[src/design/ihcv_pkg.sv]
`timescale 1ns / 1ps

package ihcv_pkg;

    // Field widths fixed by the interface.
    localparam int ADDR_W  = 24;
    localparam int SLOT_W  = 25;
    localparam int WORD_W  = 32;
    // Covered byte count never exceeds an accepted size, which is at most 2^25 - 1.
    localparam int COUNT_W = 25;

    // Operation codes carried by an input beat.
    localparam logic OP_BYTE    = 1'b0;
    localparam logic OP_RESTART = 1'b1;

    // Configuration register indexes.
    localparam int CFG_IDX_W = 2;
    localparam logic [CFG_IDX_W-1:0] CFG_HEADER_BASE = 2'd0;
    localparam logic [CFG_IDX_W-1:0] CFG_APP_START   = 2'd1;
    localparam logic [CFG_IDX_W-1:0] CFG_SLOT_SIZE   = 2'd2;

    // Configuration reset values.
    localparam logic [ADDR_W-1:0] HEADER_BASE_RST = 24'd8192;
    localparam logic [ADDR_W-1:0] APP_START_RST   = 24'd8192;
    localparam logic [SLOT_W-1:0] SLOT_SIZE_RST   = 25'd65536;

    // CRC constants.
    localparam logic [31:0] CRC32_POLY = 32'hEDB8_8320;
    localparam logic [31:0] CRC32_ONES = 32'hFFFF_FFFF;
    localparam logic [7:0]  CRC8_INIT  = 8'hFF;
    localparam logic [7:0]  CRC8_POLY  = 8'h07;

    typedef struct packed {
        logic              operation;
        logic [ADDR_W-1:0] byte_address;
        logic [7:0]        data_byte;
    } t_in_item;

    typedef struct packed {
        logic        image_valid;
        logic        header_ready;
        logic [31:0] crc32_actual;
        logic [31:0] crc32_expected;
        logic [7:0]  crc8_actual;
    } t_out_item;

    // Header state after the current step, as seen by the coverage logic.
    typedef struct packed {
        logic              full;
        logic              start_ok;
        logic              size_ok;
        logic [WORD_W-1:0] size;
        logic [WORD_W-1:0] crc;
    } t_hdr_info;

    // Coverage state after the current step.
    typedef struct packed {
        logic        valid;
        logic [31:0] crc32;
        logic [7:0]  crc8;
    } t_cov_info;

    // Reflected CRC32, one byte.
    function automatic logic [31:0] crc32_byte(input logic [31:0] c, input logic [7:0] b);
        logic [31:0] v;
        v = c ^ {24'd0, b};
        for (int k = 0; k < 8; k++) begin
            v = v[0] ? ((v >> 1) ^ CRC32_POLY) : (v >> 1);
        end
        return v;
    endfunction

    // MSB-first CRC-8, one byte.
    function automatic logic [7:0] crc8_byte(input logic [7:0] c, input logic [7:0] b);
        logic [7:0] v;
        v = c ^ b;
        for (int k = 0; k < 8; k++) begin
            v = v[7] ? ((v << 1) ^ CRC8_POLY) : (v << 1);
        end
        return v;
    endfunction

endpackage

[src/design/image_header_crc_verifier_core.sv]
`timescale 1ns / 1ps

// A beat accepted into the input register is stepped into the result register when
// that register is empty or its result is taken; a held result stalls the step.
// Throughput: one byte per cycle while no result is held; the byte-wide CRC32/CRC-8
// update and header parse form the state loop from input register to result register.
// Reset (i_rst_n low, synchronous) clears all verification state and returns the
// configuration registers to their defaults; there is no clearing pass.
module image_header_crc_verifier_core #(
    parameter int HEADER_BYTES       = 16,
    parameter int SIZE_FIELD_OFFSET  = 0,
    parameter int CRC_FIELD_OFFSET   = 4,
    parameter int START_FIELD_OFFSET = 8
) (
    input  logic                           i_clk,
    input  logic                           i_rst_n,
    input  logic                           i_in_valid,
    output logic                           o_in_ready,
    input  ihcv_pkg::t_in_item             i_in_data,
    output logic                           o_out_valid,
    input  logic                           i_out_ready,
    output ihcv_pkg::t_out_item            o_out_data,
    input  logic                           i_cfg_valid,
    output logic                           o_cfg_ready,
    input  logic [ihcv_pkg::CFG_IDX_W-1:0] i_cfg_index,
    input  logic [ihcv_pkg::SLOT_W-1:0]    i_cfg_data
);
    import ihcv_pkg::*;

    logic [ADDR_W-1:0] r_header_base;
    logic [ADDR_W-1:0] r_app_start;
    logic [SLOT_W-1:0] r_slot_size;

    logic      s1_valid;
    t_in_item  s1_item;
    logic      advance;
    logic      step;
    t_hdr_info hdr;
    t_cov_info cov;

    logic      r_out_valid;
    t_out_item r_out_data;

    // Configuration beats are always taken and land at once, so they belong
    // between bursts of traffic.
    assign o_cfg_ready = 1'b1;

    always_ff @(posedge i_clk) begin
        if (!i_rst_n) begin
            r_header_base <= HEADER_BASE_RST;
            r_app_start   <= APP_START_RST;
            r_slot_size   <= SLOT_SIZE_RST;
        end else if (i_cfg_valid) begin
            case (i_cfg_index)
                CFG_HEADER_BASE: r_header_base <= i_cfg_data[ADDR_W-1:0];
                CFG_APP_START:   r_app_start   <= i_cfg_data[ADDR_W-1:0];
                CFG_SLOT_SIZE:   r_slot_size   <= i_cfg_data;
                default: begin
                end
            endcase
        end
    end

    // The held beat steps the state when the result register can take it.
    assign advance = !r_out_valid || i_out_ready;
    assign step    = s1_valid && advance;

    ihcv_in_reg u_in_reg (
        .i_clk     (i_clk),
        .i_rst_n   (i_rst_n),
        .i_valid   (i_in_valid),
        .o_ready   (o_in_ready),
        .i_data    (i_in_data),
        .i_advance (advance),
        .o_valid   (s1_valid),
        .o_data    (s1_item)
    );

    ihcv_hdr #(
        .HEADER_BYTES       (HEADER_BYTES),
        .SIZE_FIELD_OFFSET  (SIZE_FIELD_OFFSET),
        .CRC_FIELD_OFFSET   (CRC_FIELD_OFFSET),
        .START_FIELD_OFFSET (START_FIELD_OFFSET)
    ) u_hdr (
        .i_clk         (i_clk),
        .i_rst_n       (i_rst_n),
        .i_step        (step),
        .i_item        (s1_item),
        .i_header_base (r_header_base),
        .i_app_start   (r_app_start),
        .i_slot_size   (r_slot_size),
        .o_hdr         (hdr)
    );

    ihcv_cov u_cov (
        .i_clk       (i_clk),
        .i_rst_n     (i_rst_n),
        .i_step      (step),
        .i_item      (s1_item),
        .i_hdr       (hdr),
        .i_app_start (r_app_start),
        .o_cov       (cov)
    );

    // Result register.
    always_ff @(posedge i_clk) begin
        if (!i_rst_n) begin
            r_out_valid <= 1'b0;
        end else if (step) begin
            r_out_valid <= 1'b1;
        end else if (i_out_ready) begin
            r_out_valid <= 1'b0;
        end
    end

    always_ff @(posedge i_clk) begin
        if (step) begin
            r_out_data.image_valid    <= cov.valid;
            r_out_data.header_ready   <= hdr.full;
            r_out_data.crc32_actual   <= cov.crc32;
            r_out_data.crc32_expected <= hdr.crc;
            r_out_data.crc8_actual    <= cov.crc8;
        end
    end

    assign o_out_valid = r_out_valid;
    assign o_out_data  = r_out_data;

    // Every stepped beat produces exactly one result beat.
    a_step_gives_result: assert property (@(posedge i_clk) disable iff (!i_rst_n)
        step |=> r_out_valid)
        else $error("stepped beat produced no result");

    // An image only reads valid with its header in place.
    a_valid_has_header: assert property (@(posedge i_clk) disable iff (!i_rst_n)
        (r_out_valid && r_out_data.image_valid) |-> r_out_data.header_ready)
        else $error("image valid without header");

endmodule

[src/design/ihcv_in_reg.sv]
`timescale 1ns / 1ps

module ihcv_in_reg (
    input  logic              i_clk,
    input  logic              i_rst_n,
    input  logic              i_valid,
    output logic              o_ready,
    input  ihcv_pkg::t_in_item i_data,
    input  logic              i_advance,
    output logic              o_valid,
    output ihcv_pkg::t_in_item o_data
);
    import ihcv_pkg::*;

    logic     r_valid;
    t_in_item r_data;

    // The stage takes a new beat when empty or when its beat moves on.
    assign o_ready = !r_valid || i_advance;
    assign o_valid = r_valid;
    assign o_data  = r_data;

    always_ff @(posedge i_clk) begin
        if (!i_rst_n) begin
            r_valid <= 1'b0;
        end else if (i_valid && o_ready) begin
            r_valid <= 1'b1;
        end else if (i_advance) begin
            r_valid <= 1'b0;
        end
    end

    always_ff @(posedge i_clk) begin
        if (i_valid && o_ready) begin
            r_data <= i_data;
        end
    end

    // A held beat is never dropped while the result side is stalled.
    a_hold_stalled: assert property (@(posedge i_clk) disable iff (!i_rst_n)
        (r_valid && !i_advance) |=> (r_valid && $stable(r_data)))
        else $error("input stage lost a stalled beat");

    // A beat taken while the stage was empty is present next cycle.
    a_take_empty: assert property (@(posedge i_clk) disable iff (!i_rst_n)
        (i_valid && !r_valid) |=> r_valid)
        else $error("input stage missed a beat");

endmodule

[src/design/ihcv_hdr.sv]
`timescale 1ns / 1ps

module ihcv_hdr #(
    parameter int HEADER_BYTES       = 16,
    parameter int SIZE_FIELD_OFFSET  = 0,
    parameter int CRC_FIELD_OFFSET   = 4,
    parameter int START_FIELD_OFFSET = 8
) (
    input  logic                          i_clk,
    input  logic                          i_rst_n,
    input  logic                          i_step,
    input  ihcv_pkg::t_in_item            i_item,
    input  logic [ihcv_pkg::ADDR_W-1:0]   i_header_base,
    input  logic [ihcv_pkg::ADDR_W-1:0]   i_app_start,
    input  logic [ihcv_pkg::SLOT_W-1:0]   i_slot_size,
    output ihcv_pkg::t_hdr_info           o_hdr
);
    import ihcv_pkg::*;

    localparam int CW = $clog2(HEADER_BYTES + 1);
    localparam int IW = $clog2(HEADER_BYTES);

    logic [7:0]        r_store [HEADER_BYTES];
    logic [CW-1:0]     r_count;
    logic [WORD_W-1:0] r_size;
    logic [WORD_W-1:0] r_crc;
    logic              r_start_ok;
    logic              r_size_ok;

    logic [CW-1:0]     n_count;
    logic [WORD_W-1:0] n_size;
    logic [WORD_W-1:0] n_crc;
    logic              n_start_ok;
    logic              n_size_ok;

    logic              restart;
    logic              in_window;
    logic              capture;
    logic              completing;
    logic [ADDR_W-1:0] window_off;
    logic [7:0]        view [HEADER_BYTES];
    logic [WORD_W-1:0] size_word;
    logic [WORD_W-1:0] crc_word;
    logic [WORD_W-1:0] start_word;
    logic              p_start_ok;
    logic              p_size_ok;

    assign restart    = (i_item.operation == OP_RESTART);
    assign window_off = i_item.byte_address - i_header_base;
    assign in_window  = (i_item.byte_address >= i_header_base) &&
                        (window_off < ADDR_W'(HEADER_BYTES));
    assign capture    = !restart && in_window && (r_count < CW'(HEADER_BYTES));
    assign completing = capture && (r_count == CW'(HEADER_BYTES - 1));

    // Header as it stands once this beat's byte takes the last slot.
    always_comb begin
        for (int p = 0; p < HEADER_BYTES; p++) begin
            view[p] = (p == HEADER_BYTES - 1) ? i_item.data_byte : r_store[p];
        end
    end

    // Little-endian field words; positions past the header read as zero.
    for (genvar k = 0; k < 4; k++) begin : g_fields
        if (SIZE_FIELD_OFFSET + k < HEADER_BYTES) begin : g_size
            assign size_word[8*k +: 8] = view[SIZE_FIELD_OFFSET + k];
        end else begin : g_size_zero
            assign size_word[8*k +: 8] = 8'd0;
        end
        if (CRC_FIELD_OFFSET + k < HEADER_BYTES) begin : g_crc
            assign crc_word[8*k +: 8] = view[CRC_FIELD_OFFSET + k];
        end else begin : g_crc_zero
            assign crc_word[8*k +: 8] = 8'd0;
        end
        if (START_FIELD_OFFSET + k < HEADER_BYTES) begin : g_start
            assign start_word[8*k +: 8] = view[START_FIELD_OFFSET + k];
        end else begin : g_start_zero
            assign start_word[8*k +: 8] = 8'd0;
        end
    end

    assign p_start_ok = (start_word == {{(WORD_W - ADDR_W){1'b0}}, i_app_start});
    assign p_size_ok  = (size_word != '0) &&
                        (size_word <= {{(WORD_W - SLOT_W){1'b0}}, i_slot_size});

    // Header state after this step.
    always_comb begin
        n_count    = r_count;
        n_size     = r_size;
        n_crc      = r_crc;
        n_start_ok = r_start_ok;
        n_size_ok  = r_size_ok;
        if (restart) begin
            n_count    = '0;
            n_size     = '0;
            n_crc      = '0;
            n_start_ok = 1'b1;
            n_size_ok  = 1'b0;
        end else if (capture) begin
            n_count = r_count + CW'(1);
            if (completing) begin
                n_size     = size_word;
                n_crc      = crc_word;
                n_start_ok = p_start_ok;
                n_size_ok  = p_size_ok;
            end
        end
    end

    assign o_hdr.full     = (n_count == CW'(HEADER_BYTES));
    assign o_hdr.start_ok = n_start_ok;
    assign o_hdr.size_ok  = n_size_ok;
    assign o_hdr.size     = n_size;
    assign o_hdr.crc      = n_crc;

    always_ff @(posedge i_clk) begin
        if (!i_rst_n) begin
            r_count    <= '0;
            r_size     <= '0;
            r_crc      <= '0;
            r_start_ok <= 1'b1;
            r_size_ok  <= 1'b0;
        end else if (i_step) begin
            r_count    <= n_count;
            r_size     <= n_size;
            r_crc      <= n_crc;
            r_start_ok <= n_start_ok;
            r_size_ok  <= n_size_ok;
        end
    end

    // Header bytes are stored in arrival order.
    always_ff @(posedge i_clk) begin
        if (i_step && capture) begin
            r_store[r_count[IW-1:0]] <= i_item.data_byte;
        end
    end

    a_count_bound: assert property (@(posedge i_clk) disable iff (!i_rst_n)
        r_count <= CW'(HEADER_BYTES))
        else $error("header count past header length");

    // A full header stays full until a restart.
    a_full_sticky: assert property (@(posedge i_clk) disable iff (!i_rst_n)
        (i_step && !restart && r_count == CW'(HEADER_BYTES)) |=>
        (r_count == CW'(HEADER_BYTES)))
        else $error("full header lost without restart");

    // Before the header is full the parsed fields keep their cleared values.
    a_fields_clear: assert property (@(posedge i_clk) disable iff (!i_rst_n)
        (r_count != CW'(HEADER_BYTES)) |-> (r_crc == '0 && !r_size_ok))
        else $error("header fields set before header full");

endmodule

[src/design/ihcv_cov.sv]
`timescale 1ns / 1ps

module ihcv_cov (
    input  logic                        i_clk,
    input  logic                        i_rst_n,
    input  logic                        i_step,
    input  ihcv_pkg::t_in_item          i_item,
    input  ihcv_pkg::t_hdr_info         i_hdr,
    input  logic [ihcv_pkg::ADDR_W-1:0] i_app_start,
    output ihcv_pkg::t_cov_info         o_cov
);
    import ihcv_pkg::*;

    logic [31:0]        r_crc32;
    logic [7:0]         r_crc8;
    logic [COUNT_W-1:0] r_covered;
    logic               r_valid;

    logic [31:0]        n_crc32;
    logic [7:0]         n_crc8;
    logic [COUNT_W-1:0] n_covered;
    logic               n_valid;

    logic               restart;
    logic               take_byte;
    logic [31:0]        crc32_upd;
    logic [COUNT_W-1:0] covered_inc;

    assign restart     = (i_item.operation == OP_RESTART);
    assign crc32_upd   = crc32_byte(r_crc32, i_item.data_byte);
    assign covered_inc = r_covered + COUNT_W'(1);

    // Bytes from app start on are covered after a good header, until size is met.
    assign take_byte = !restart && i_hdr.full && i_hdr.start_ok && i_hdr.size_ok &&
                       (i_item.byte_address >= i_app_start) &&
                       ({{(WORD_W - COUNT_W){1'b0}}, r_covered} < i_hdr.size);

    always_comb begin
        n_crc32   = r_crc32;
        n_crc8    = r_crc8;
        n_covered = r_covered;
        n_valid   = r_valid;
        if (restart) begin
            n_crc32   = CRC32_ONES;
            n_crc8    = CRC8_INIT;
            n_covered = '0;
            n_valid   = 1'b0;
        end else if (take_byte) begin
            n_crc32   = crc32_upd;
            n_crc8    = crc8_byte(r_crc8, i_item.data_byte);
            n_covered = covered_inc;
            n_valid   = ({{(WORD_W - COUNT_W){1'b0}}, covered_inc} == i_hdr.size) &&
                        ((crc32_upd ^ CRC32_ONES) == i_hdr.crc);
        end
    end

    assign o_cov.valid = n_valid;
    assign o_cov.crc32 = n_crc32 ^ CRC32_ONES;
    assign o_cov.crc8  = n_crc8;

    always_ff @(posedge i_clk) begin
        if (!i_rst_n) begin
            r_crc32   <= CRC32_ONES;
            r_crc8    <= CRC8_INIT;
            r_covered <= '0;
            r_valid   <= 1'b0;
        end else if (i_step) begin
            r_crc32   <= n_crc32;
            r_crc8    <= n_crc8;
            r_covered <= n_covered;
            r_valid   <= n_valid;
        end
    end

    // A valid image has had at least one byte covered.
    a_valid_needs_bytes: assert property (@(posedge i_clk) disable iff (!i_rst_n)
        r_valid |-> (r_covered != '0))
        else $error("image valid with nothing covered");

    // A restart returns both CRCs and the flag to their initial values.
    a_restart_clears: assert property (@(posedge i_clk) disable iff (!i_rst_n)
        (i_step && restart) |=>
        (r_crc8 == CRC8_INIT && r_crc32 == CRC32_ONES && !r_valid && r_covered == '0))
        else $error("restart did not clear coverage state");

endmodule
[config.mk]
export PLATFORM = sky130hd
export DESIGN_NAME = image_header_crc_verifier_core
export DESIGN_NICKNAME = d
export VERILOG_FILES = /design/src/design/ihcv_pkg.sv /design/src/design/image_header_crc_verifier_core.sv /design/src/design/ihcv_in_reg.sv /design/src/design/ihcv_hdr.sv /design/src/design/ihcv_cov.sv
export SDC_FILE = /design/constraint.sdc
export NUM_CORES = 1
export LEC_CHECK = 0
export ABC_AREA = 0
export BUFFER_PORTS_ARGS = -buffer_cell sky130_fd_sc_hd__buf_2
export CORE_ASPECT_RATIO = 1.4
export CORE_MARGIN = 2
export CORE_UTILIZATION = 55
export DETAILED_ROUTE_END_ITERATION = 8
export PLACE_DENSITY = 0.73
export SETUP_SLACK_MARGIN = 0.2
export SLEW_MARGIN = 20
export SYNTH_ARGS = -nofsm -noshare
export SYNTH_HDL_FRONTEND = slang
export SYNTH_SLANG_ARGS = --single-unit
[constraint.sdc]
create_clock -name i_clk -period 8.2 [get_ports i_clk]
set_input_delay 2.05 -clock i_clk [delete_from_list [all_inputs] [get_ports i_clk]]
set_output_delay 2.05 -clock i_clk [all_outputs]
set_load 0.005 [all_outputs]
==> qor.csv <==
stage,metric,value,unit
run_status,status,finished clean,
die,rows,86,
sta,rsz0062_at_grt,false,
sta,slew_violations,0,
die,die_w,173,µm
global_routing,grt_pass1_wl,95.7,mm
clocking,path_clk_slew,0.07,ns
power,leakage,8.86,nW
sta,tightest_slew,1.13,ns
cells_and_area,area.growth.synth_to_final,10.9,%
setup_path,reg2reg_to,u_cov.r_crc32[2],
global_routing,grt_max_degree,102,
clocking,numCtsBuffers,39,
global_routing,grt_overflow,0,
yosys,synth-edff-count,203,
power,p_sw,1.19,mW
placement,postPlaceCellArea,23000,µm²
setup_path,required,8.72,ns
detailed_routing,first_pass_iters,8,
sta,setup_ws,0.699,ns
detailed_routing,ant_nets,0,
placement,portBuffers,140,
clocking,clock_sinks,415,
yosys,postSynthRegisterBits,415,
die,start_util,55.6,%
yosys,yosysTopAreaCell,edfxtp_1,
yosys,ys_types,87,
power,p_total,4.63,mW
yosys,ys_warn_count,0,
sta,fin_tns_setup,0,ns
sta,period_minus_slack,7.50,ns
min_path,hold_start,u_hdr.r_size[16],
detailed_routing,drt-wirelength-per-cell,21.5,µm
sta,maxSlewHeadroom,24.6,%
setup_path,reg2reg_from,u_in_reg.o_data[18],
yosys,yosysTopAreaCellShare,27.8,%
yosys,synthArstFlopShare,0,%
sta,period_share,91.5,%
yosys,synth.area.top_cells,"edfxtp_1 (28%), dfxtp_1 (19%), ha_1 (5.9%), nand2_1 (5.4%), xnor2_1 (4.4%)",
power,pwr_density_cell,190,nW/µm²
global_routing,antenna_found_initial,0,
min_path,hold_path_depth,2,
yosys,ys.flop_type,dfxtp_1,
detailed_routing,vias_per_cell,5.96,
clocking,cts_hold_buf,0,
detailed_routing,drc_errors,0,
clocking,htreeDepth,2,
yosys,yosysSeqAreaShare,47.2,%
clocking,cts_resized,0,
yosys,post-synth-top-count-cell,nand2_1,
setup_path,reg2reg_slack,0.70,ns
detailed_routing,dr.first_iter.drc_count,1431,
global_routing,grt_pass1_vias,16800,
global_routing,grt_usage,29.8,%
power,p_int,3.43,mW
detailed_routing,wirelength,62.4,mm
yosys,synth_area,21900,µm²
die,io_pins,142,
power,combPwrFrac,11.2,%
placement,pre_cts_ws,0.861,ns
sta,finalHoldViolations,0,
clocking,cts_setup_buffers,0,
min_path,hold_class,reg2reg,
power,worst_ir_drop_vdd,0.155,mV
die,dieArea,41500,µm²
clocking,cts_tree,yes,
placement,place.gp.congestion,0.933,
min_path,holdPathEnd,u_hdr.r_size[16],
job,cap_viol_max_count,0,
cells_and_area,drive_gt1_share,11.6,%
yosys,syn_area_per_cell,9.66,µm²
yosys,yosys-top-cells-count,"nand2_1 (314), dfxtp_1 (212), edfxtp_1 (203), a21oi_1 (142), nor2_1 (121)",
setup_path,cp.arrival,8.02,ns
sta,finalSetupViolations,0,
clocking,root_buffer,clkbuf_16,
setup_path,crit_fanout,34,
power,seq_power_share,48.3,%
power,power_switching_share,25.8,%
cells_and_area,n_antenna_cell,0,
detailed_routing,vias,17300,
sta,skew,0.0224,ns
placement,dpl.hpwl,45.8,mm
setup_path,rr_worst_depth,27,
setup_path,crit_path_start_kind,flop,
clocking,clk_latency,0.57,ns
setup_path,path_class,reg2reg,
power,clock_power_share,40.5,%
cells_and_area,nets,2519,
clocking,cts_buffer_depth,3,
sta,holdWs,0.457,ns
yosys,syn-num-nets,2437,
yosys,netlist_instances,2268,
sta,fmax,133,MHz
setup_path,critPathCaptureType,flop,
die,coreArea,39400,µm²
cells_and_area,final_area,24300,µm²
die,fp.dieH,240,µm
[power by group through the flow]
stage	clock, mW	combinational, mW	sequential, mW
2_1_floorplan	0	0.334	2.28
3_3_place_gp	0	0.507	2.28
3_5_place_dp	0	0.509	2.28
4_1_cts	1.89	0.512	2.24
5_1_grt	1.97	0.558	2.24
6_report	1.87	0.517	2.24
[metal layers]
metal / GRT usage (%) / routed length, µm
met1: 33.2 / 23000
met2: 53.5 / 31300
met3: 3.27 / 3290
met4: 20.9 / 4780
met5: 0 / 0
[worst max path at each step]
stage,start,cells after the start,to
finish,u_in_reg.o_data[18],27,u_cov.r_crc32[2]
global route,u_in_reg.o_data[15],27,u_cov.r_crc32[20]
CTS,u_in_reg.o_data[14],25,u_cov.r_crc32[2]
detailed placement,u_in_reg.o_data[20],23,u_cov.r_covered[10]
global placement,u_in_reg.o_data[20],25,u_cov.r_crc32[31]
floorplan,u_in_reg.o_data[14],29,o_out_data[70]
[cell type report]
cell class              count  area (µm²)
clock inverters            25         274
inverters                 108         408
well taps                 528         661
flip-flops and latches    415       10300
clock buffers              47        1040
repair buffers            171         968
multi-input cells        1615       10600
fillers                  3384       15100
[state kept, by name, indices dropped and copies added (netlist names)]
signal	count
o_out_data	74
o_out_valid	1
r_app_start	24
r_header_base	24
r_slot_size	25
u_cov.r_covered	25
u_cov.r_crc32	32
u_cov.r_crc8	8
u_cov.r_valid	1
u_hdr.r_count	5
u_hdr.r_crc	32
u_hdr.r_size	32
u_hdr.r_size_ok	1
u_hdr.r_start_ok	1
u_hdr.r_store	96
u_in_reg.o_data	33
u_in_reg.o_valid	1
[layout by cell type (no fill, tap or decap), types with 40 or more instances in the layout]
| master | count |
|---|---|
| a21boi_0 | 77 |
| a21oi_1 | 142 |
| buf_2 | 139 |
| clkbuf_16 | 40 |
| dfxtp_1 | 212 |
| edfxtp_1 | 203 |
| ha_1 | 104 |
| inv_1 | 105 |
| nand2_1 | 314 |
| nor2_1 | 121 |
| nor2b_1 | 70 |
| o21ai_0 | 73 |
| xnor2_1 | 110 |
| xor2_1 | 72 |
[cells by family (layout without fill, tap and decap cells)]
logic type | after synthesis | after routing | synth area share [%]
compound gates | 528 | 528 | 16.1
xor+xnor | 182 | 182 | 7.28
fa+ha+maj | 104 | 104 | 5.94
buf+inv | 238 | 351 | 4.48
flops | 415 | 415 | 47.2
mux | 32 | 32 | 1.52
other cells | 1 | 1 | 0.0171
simple gates | 768 | 768 | 17.4
[metrics by stage]
step	util [%]	cells
6_report	61.7	2909
5_1_grt	61.7	2909
4_1_cts	61.6	2908
3_5_place_dp	58.3	2836
3_3_place_gp	58.3	2836
2_1_floorplan	-	2268
[critical path, cell delays in order, from the launching register on]
cell and delay [ns]:
edfxtp_1 0.40, ha_1 0.42, a21oi_1 0.34, o21a_1 0.29, nor2_1 0.13, a2111oi_0 0.69, nand4_1 0.22, and4bb_2 0.35
and4_1 0.67, buf_4 0.30, nand2_4 0.15, a31oi_4 0.26, ha_1 0.26, nor2b_1 0.13, o21a_1 0.16, o21a_1 0.17
o21ai_0 0.15, a21oi_1 0.09, o31ai_1 0.23, a311o_1 0.21, a31oi_1 0.09, o311ai_0 0.09, and4b_2 0.60, nor2_1 0.14
nor2_2 0.23, buf_4 0.40, o22ai_1 0.15, nand2_1 0.10
Power figures use the tool's default switching activity.
